--- src/n4b6b_pkg.sv ---
`timescale 1ns / 1ps
`default_nettype none

package n4b6b_pkg;

   localparam int MAX_OUTPUT_BYTES_DEFAULT = 4096;
   localparam int CAP_WIDTH = 13;
   localparam logic [CAP_WIDTH-1:0] CAP_RESET = 13'd4080;
   localparam logic [CAP_WIDTH-1:0] BYTES_PER_WORD = 13'd3;

   typedef struct packed {
      logic [7:0] data_byte;
      logic       end_of_message;
   } req_word_type;

   typedef struct packed {
      logic [23:0] code_word;
      logic        overflow;
      logic        last_word;
   } rsp_word_type;

   // balanced 6-bit symbol for one nibble
   function automatic logic [5:0] symbol_of(input logic [3:0] nibble);
      logic [5:0] sym;
      case (nibble)
         4'h0: sym = 6'h0d;
         4'h1: sym = 6'h0e;
         4'h2: sym = 6'h13;
         4'h3: sym = 6'h15;
         4'h4: sym = 6'h16;
         4'h5: sym = 6'h19;
         4'h6: sym = 6'h1a;
         4'h7: sym = 6'h1c;
         4'h8: sym = 6'h23;
         4'h9: sym = 6'h25;
         4'ha: sym = 6'h26;
         4'hb: sym = 6'h29;
         4'hc: sym = 6'h2a;
         4'hd: sym = 6'h2c;
         4'he: sym = 6'h32;
         4'hf: sym = 6'h34;
         default: sym = 6'h00;
      endcase
      return sym;
   endfunction

endpackage

`default_nettype wire

--- src/nibble_4b6b_pair_encoder.sv ---
`timescale 1ns / 1ps
`default_nettype none

// Pairs message bytes and encodes each nibble to a balanced 6-bit symbol,
// giving one 24-bit code word per byte pair (or per odd final byte, padded
// with zero bits). One byte is taken every cycle while req_stall is low: the
// lookup, capacity check and packing sit between the pairing state and the
// result register, which takes the word a byte completes unless one waits there.
// A skid register lets a byte be taken while a finished word waits. req_stall
// rises only while both the result register and the skid register are full.
// Output bytes are counted per message against csr_data, capped at
// MAX_OUTPUT_BYTES; the first word that would pass the limit returns a single
// overflow word and later bytes return nothing until end-of-message, which
// always returns a word with last_word set and clears the message state.
// The capacity register resets to 4080; the user must write it only while idle, as the block does not enforce this.

module nibble_4b6b_pair_encoder #(
   parameter int MAX_OUTPUT_BYTES = n4b6b_pkg::MAX_OUTPUT_BYTES_DEFAULT
) (
   input  wire                               clock,
   input  wire                               reset,
   input  wire                               req_valid,
   output logic                              req_stall,
   input  wire  n4b6b_pkg::req_word_type     req_word,
   output logic                              rsp_valid,
   input  wire                               rsp_stall,
   output n4b6b_pkg::rsp_word_type           rsp_word,
   input  wire                               csr_valid,
   output logic                              csr_ready,
   input  wire  [n4b6b_pkg::CAP_WIDTH-1:0]   csr_data
);

   localparam int CW = n4b6b_pkg::CAP_WIDTH;
   localparam logic [16:0] MaxBytes = 17'(MAX_OUTPUT_BYTES);

   logic [CW-1:0] capacity_ff;
   logic          half_ff, half_in;
   logic [7:0]    held_ff, held_in;
   logic [CW-1:0] count_ff, count_in;
   logic          err_ff, err_in;

   logic                    main_valid_ff, main_valid_in;
   n4b6b_pkg::rsp_word_type main_ff, main_in;
   logic                    skid_valid_ff, skid_valid_in;
   n4b6b_pkg::rsp_word_type skid_ff, skid_in;

   logic                    accept, pop, push;
   n4b6b_pkg::rsp_word_type result;
   logic [7:0]              first_byte, second_byte;
   logic [16:0]             cap_ext, cap_eff, count_next;
   logic                    over;

   assign csr_ready = 1'b1;
   assign req_stall = skid_valid_ff;
   assign accept    = req_valid && !req_stall;
   assign pop       = main_valid_ff && !rsp_stall;
   assign rsp_valid = main_valid_ff;
   assign rsp_word  = main_ff;

   always_comb begin
      cap_ext    = {4'b0, capacity_ff};
      cap_eff    = (cap_ext > MaxBytes) ? MaxBytes : cap_ext;
      count_next = {4'b0, count_ff} + {4'b0, n4b6b_pkg::BYTES_PER_WORD};
      over       = count_next > cap_eff;
      first_byte  = half_ff ? held_ff : req_word.data_byte;
      second_byte = req_word.data_byte;

      half_in  = half_ff;
      held_in  = held_ff;
      count_in = count_ff;
      err_in   = err_ff;
      push     = 1'b0;
      result   = '0;

      if (accept) begin
         if (err_ff) begin
            if (req_word.end_of_message) begin
               push             = 1'b1;
               result.overflow  = 1'b1;
               result.last_word = 1'b1;
               half_in  = 1'b0;
               count_in = '0;
               err_in   = 1'b0;
            end
         end else if (!half_ff && !req_word.end_of_message) begin
            half_in = 1'b1;
            held_in = req_word.data_byte;
         end else begin
            push             = 1'b1;
            half_in          = 1'b0;
            result.last_word = req_word.end_of_message;
            if (over) begin
               result.overflow = 1'b1;
               err_in          = !req_word.end_of_message;
            end else begin
               result.code_word[23:18] = n4b6b_pkg::symbol_of(first_byte[7:4]);
               result.code_word[17:12] = n4b6b_pkg::symbol_of(first_byte[3:0]);
               // odd final byte leaves the second pair of slots zero
               if (half_ff) begin
                  result.code_word[11:6] = n4b6b_pkg::symbol_of(second_byte[7:4]);
                  result.code_word[5:0]  = n4b6b_pkg::symbol_of(second_byte[3:0]);
               end
               count_in = count_next[CW-1:0];
            end
            if (req_word.end_of_message) begin
               count_in = '0;
            end
         end
      end

      // result register with skid behind it
      main_valid_in = main_valid_ff;
      main_in       = main_ff;
      skid_valid_in = skid_valid_ff;
      skid_in       = skid_ff;
      if (pop) begin
         main_valid_in = 1'b0;
      end
      if (skid_valid_ff) begin
         if (pop) begin
            main_valid_in = 1'b1;
            main_in       = skid_ff;
            skid_valid_in = 1'b0;
         end
      end else if (push) begin
         if (!main_valid_ff || pop) begin
            main_valid_in = 1'b1;
            main_in       = result;
         end else begin
            skid_valid_in = 1'b1;
            skid_in       = result;
         end
      end
   end

   always_ff @(posedge clock) begin
      if (reset) begin
         capacity_ff   <= n4b6b_pkg::CAP_RESET;
         half_ff       <= 1'b0;
         count_ff      <= '0;
         err_ff        <= 1'b0;
         main_valid_ff <= 1'b0;
         skid_valid_ff <= 1'b0;
      end else begin
         if (csr_valid && csr_ready) begin
            capacity_ff <= csr_data;
         end
         half_ff       <= half_in;
         count_ff      <= count_in;
         err_ff        <= err_in;
         main_valid_ff <= main_valid_in;
         skid_valid_ff <= skid_valid_in;
      end
   end

   always_ff @(posedge clock) begin
      held_ff <= held_in;
      main_ff <= main_in;
      skid_ff <= skid_in;
   end

endmodule

`default_nettype wire

--- config.mk ---
export PLATFORM = sky130hd
export DESIGN_NAME = nibble_4b6b_pair_encoder
export DESIGN_NICKNAME = d
export VERILOG_FILES = /design/src/n4b6b_pkg.sv /design/src/nibble_4b6b_pair_encoder.sv
export SDC_FILE = /design/constraint.sdc
export NUM_CORES = 1
export LEC_CHECK = 0
export BUFFER_PORTS_ARGS = -buffer_cell sky130_fd_sc_hd__buf_4
export CAP_MARGIN = 30
export CORE_ASPECT_RATIO = 1.1
export CORE_MARGIN = 2
export CORE_UTILIZATION = 35
export DETAILED_ROUTE_END_ITERATION = 8
export SYNTH_ARGS = -nofsm -noshare
export SYNTH_HDL_FRONTEND = slang
export SYNTH_SLANG_ARGS = --single-unit
--- constraint.sdc ---
create_clock -name clock -period 8.82 [get_ports clock]
set_input_delay 0.882 -clock clock [delete_from_list [all_inputs] [get_ports clock]]
set_output_delay 0.882 -clock clock [all_outputs]
set_load 0.01 [all_outputs]
# After elaboration in Yosys (flattened, before gate mapping)
# Memories as Yosys holds them, arrays and structs flattened.
# Index checks and enable logic that the tools add are counted.
dict set report totals {
  regBits 90
  romBits 384
  in_bits 27
  output_inout_bits 29
  wordCells 82
  n_memories 4
}
dict set report op_classes {
  n_addsub 1
  magnitude_cmp 2
  n_eq_ne 4
  mux 39
  bitwise 3
  n_reduce_logical 16
}
# name words word_bits rd rd_ports_with_merged_regs write_ports line
set memory_table {}
lappend memory_table {{(name not given)} 16 6 1 0 0 n4b6b_pkg.sv:25} ;# case (nibble)
lappend memory_table {{(name not given)} 16 6 1 0 0 n4b6b_pkg.sv:25}
lappend memory_table {{(name not given)} 16 6 1 0 0 n4b6b_pkg.sv:25}
lappend memory_table {{(name not given)} 16 6 1 0 0 n4b6b_pkg.sv:25}
# operator n
set op_table {}
lappend op_table {{two-way mux 26 bit} 6}
lappend op_table {{two-way mux 13 bit} 6}
lappend op_table {{two-way mux 24 bit} 2}
lappend op_table {{two-way mux 1 bit} 21}
lappend op_table {{adder 13 x 2 -> 14 bit, second input constant} 1}
lappend op_table {{greater-than comparator 14 x 13 -> 1 bit} 1}
lappend op_table {{greater-than comparator 13 bit, second input constant} 1}
lappend op_table {{two-way mux 12 bit} 1}
lappend op_table {{AND reduction 3 bit} 3}
lappend op_table {{two-way mux 8 bit} 1}
lappend op_table {{zero test 1 bit} 5}
lappend op_table {{two-way mux 2 bit} 2}
lappend op_table {{!= test 2 bit, second input constant} 2}
lappend op_table {{AND reduction 4 bit} 1}
lappend op_table {{nonzero test 2 bit} 2}
lappend op_table {{logical AND 1 bit} 3}
lappend op_table {{!= test 3 x 2 -> 1 bit, second input constant} 1}
lappend op_table {{inverter 1 bit} 3}
lappend op_table {{!= test 2 x 1 -> 1 bit, second input constant} 1}
lappend op_table {{AND reduction 2 bit} 1}
lappend op_table {{logical OR 1 bit} 1}

# Logic depth before layout (Yosys ltp)
dict set report depth {
  word_depth 10
  mapped_depth 13
  depth_no_buf 12
}

# Least setup slack after synthesis
# No wires, ideal clock.
dict set report synth_timing {
  path_kind {input to register}
  startpoint {in req_valid}
  endpoint {reg main_ff (netlist bit rsp_word[0]) (enable)}
  arrival_ps 2554
  t_required_ps 8399
  setup_slack_ps 5845
  stages 3
  path_cell_list {and2b_2 -> o21ai_0 -> a22oi_1}
}
dict set report synth_between {
  elab_chain_cells 4
}
# element line
set synth_rtl {}
lappend synth_rtl {{start: declaration} nibble_4b6b_pair_encoder.sv:22} ;# input wire req_valid,
lappend synth_rtl {{logical AND 1 bit} nibble_4b6b_pair_encoder.sv:55} ;# assign accept = req_valid && !req_stall;
lappend synth_rtl {{two-way mux 1 bit} nibble_4b6b_pair_encoder.sv:75} ;# if (accept) begin
lappend synth_rtl {{nonzero test 2 bit (no line)} n/a}
lappend synth_rtl {{AND reduction 3 bit (no line)} n/a}
lappend synth_rtl {{end signal: assignment} nibble_4b6b_pair_encoder.sv:158} ;# main_ff <= main_in;
lappend synth_rtl {{end: declaration} nibble_4b6b_pair_encoder.sv:43} ;# n4b6b_pkg::rsp_word_type main_ff, main_in;
# No other way between the ends.
# A chain may end at the register's enable or synchronous reset.

==> flow_summary.yaml <==
run_status:
  status: "completed"
clock_tree:
  post-cts-setup-buffers: 0
  cts_resized: 0
  cts_max_level: 3
  cts-root-buf: "clkbuf_16"
  clkSinkCount: 90
  cts-hold-fix-buffers: 0
  clk_pin_slew_worst_paths_ns: 0.07
  cts_tree: "done"
  cts_buffers: 9
  cts_max_path_buffers: 2
  clock_latency_ns: 0.35
pwr:
  leakage_nw: 2.42
  finalPower_mw: 1.03
  p_seq_frac: 0.463
  p_switching_mw: 0.255
  power.internal_mw: 0.771
  switching_share: 0.248
  vdd_drop_max_uv: 73.2
  pwr-share-clk: 0.407
  powerDensity_nw_per_um2: 175
  p_comb_frac: 0.130
cells_and_area:
  final_layout_size_suffix_gt1_frac: 0.175
  layout.nets: 606
  final_cells: 736
  antenna_cells: 0
  final_core_util: 0.422
  final_common_cell: "nand2_1"
  layout_common_cells: "64 x nand2_1, 60 x edfxtp_1, 59 x buf_4, 53 x nor2_1, 36 x ha_1"
  synthToLayoutAreaGrowth_pct: 17.1
  final_area_um2: 5870
logic_synthesis:
  synth_area_leaders: "edfxtp_1 36%, dfxtp_1 12%, ha_1 9.0%"
  netlist_area_um2: 5010
  ys_warn_count: 0
  synth_top_area_frac: 0.359
  synthesis.nets: 560
  post-synth-top-area-cell: "edfxtp_1"
  synth_cell_types: 59
  ys_seq_area_frac: 0.479
  synth_cells: 497
  synth-main-ff-cell: "edfxtp_1"
  avgSynthCellArea_um2: 10.1
  synth_edf_count: 60
  ys_async_sr_fraction: 0
  synth-seq-cells: 90
grt:
  grt_pass1_vias: 3448
  grt_max_degree: 33
  antenna_found_initial: 0
  grt_util_all_layers: 0.140
  overflow: 0
  grt_first_pass_wirelength_um: 16900
placed_design:
  port_buffers: 54
  hpwl_um: 7340
  globalplace.congestion: 0.872
  post-place-cells: 720
  placedInstanceArea_um2: 5550
  pre_cts_ws_ns: 5.08
die:
  initial_utilization: 0.361
  die_area_um2: 15300
  row_count: 45
  core_um2: 13900
  die_h_um: 130
  die_x_um: 118
  pin_count: 56
critical_path:
  crit_chain: "inv_1 > ha_1 > nor4b_4 > nand3_1 > xnor2_1 > ha_1 > nand3_1 > o211ai_1 > a31oi_1 > a21o_2 > o2111ai_2 > o21ai_0"
  timing.critical_path.buf_inv: 1
  critPathTopFamily: "compound AO/OA/AOI/OAI gates"
  critical_path.max_fanout: 24
  slowest_delay_ns: 0.53
  worstPathRequired_ns: 9.00
  endpoint_kind: "flip-flop"
  crit_type: "reg -> reg"
  worstSetupStartpointType: "flip-flop"
  arrival_ns: 3.90
  crit_slowest_cell: "o2111ai_2"
drt:
  vias: 3606
  first_pass_iters: 4
  drt_wl_total_um: 10300
  ant_nets: 0
  viasPerCell: 4.90
  drt_first_iter_violations: 198
  drc_errors: 0
  post_drt_wl_per_cell_um: 14.0
timing:
  max_freq_mhz: 269
  skew_ns: 0.00989
  worst_pin_slew_ns: 0.960
  fin_crit_sh: 0.422
  finalSetupViolCount: 0
  worst_slack_ns: 5.10
  finalHoldViolations: 0
  whs_ns: 0.495
  max_slew_margin: 0.360
  rsz0062_at_grt: "no"
  min_period_ns: 3.72
  timing.final.max_slew_violations: 0
  tns_ns: 0
job:
  maxCapViolations: 0
min_path:
  hold_path.class: "reg -> reg"
-- power groups by stage --
stage                     clock, mW  combinational, mW  sequential [mW]
after CTS                     0.428              0.134            0.476
after global placement            0              0.130            0.485
after global routing          0.445              0.150            0.477
after detailed placement          0              0.134            0.485
final                         0.417              0.133            0.476
after floorplan                   0             0.0873            0.487
-- cell families after synthesis --
kind of cell             count (synthesis)  share of synthesized area
AND/OR/NAND/NOR                        177                      0.175
AO/OA/AOI/OAI                          117                      0.150
flip-flops                              90                      0.479
buffers and inverters                   43                     0.0427
adder cells (fa/ha/maj)                 36                     0.0898
multiplexers                            20                     0.0399
XOR/XNOR                                13                     0.0227
other                                    1                   0.000748
-- area by class of cell --
type                            instances  area (um^2)
Clock buffer                           10          229
Clock inverter                          6         88.8
Fill cell                            1375         8040
Inverter                               19         71.3
Multi-Input combinational cell        364         2400
Sequential cell                        90         2400
Tap cell                              188          235
Timing Repair Buffer                   59          443
-- path summary, 6_finish.rpt --
path / end / start / depth (start not counted) / slack (ns)
min reg2reg: capacity_ff[0] / capacity_ff[0] / 2 / 0.49
max reg2reg: rsp_word[14] / count_ff[0] / 12 / 5.10
max: rsp_word[14] / count_ff[0] / 12 / 5.10
min: capacity_ff[0] / capacity_ff[0] / 2 / 0.49
-- per-layer routing --
layer,share of wire,global-route usage
met5,0,0
met4,0.025,0.0716
met3,0.037,0.0286
met2,0.49,0.247
met1,0.45,0.162
-- sequential cells by signal, indices dropped and copies added, names as in the netlist --
signal,count
skid_ff,26
held_ff,8
err_ff,1
rsp_word,26
req_stall,1
half_ff,1
capacity_ff,13
rsp_valid,1
count_ff,13
-- synthesized netlist by cell type, types with 7 or more instances --
library cell,n
dfxtp_1,30
a21oi_1,29
nor2b_1,12
xnor2_1,8
inv_1,19
o21ai_0,25
edfxtp_1,60
nand2_1,64
nor2_1,53
or2b_2,9
nand3_1,10
clkbuf_1,11
ha_1,36
a21o_1,8
mux2i_1,20
a211o_1,9
o21ai_1,12
a31oi_1,7
-- worst register-to-register path: cells and delay by family, from the launching register on --
kind | cells | cell delay (ns)
xor gates and xnor gates | 1 | 0.21
DFF | 1 | 0.42
buffers and inverters | 1 | 0.10
AOI/OAI and AO/OA | 5 | 1.52
adders and majority gates | 2 | 0.59
and+or+nand+nor | 3 | 0.70
No activity file was read; power rests on OpenSTA's default activity.
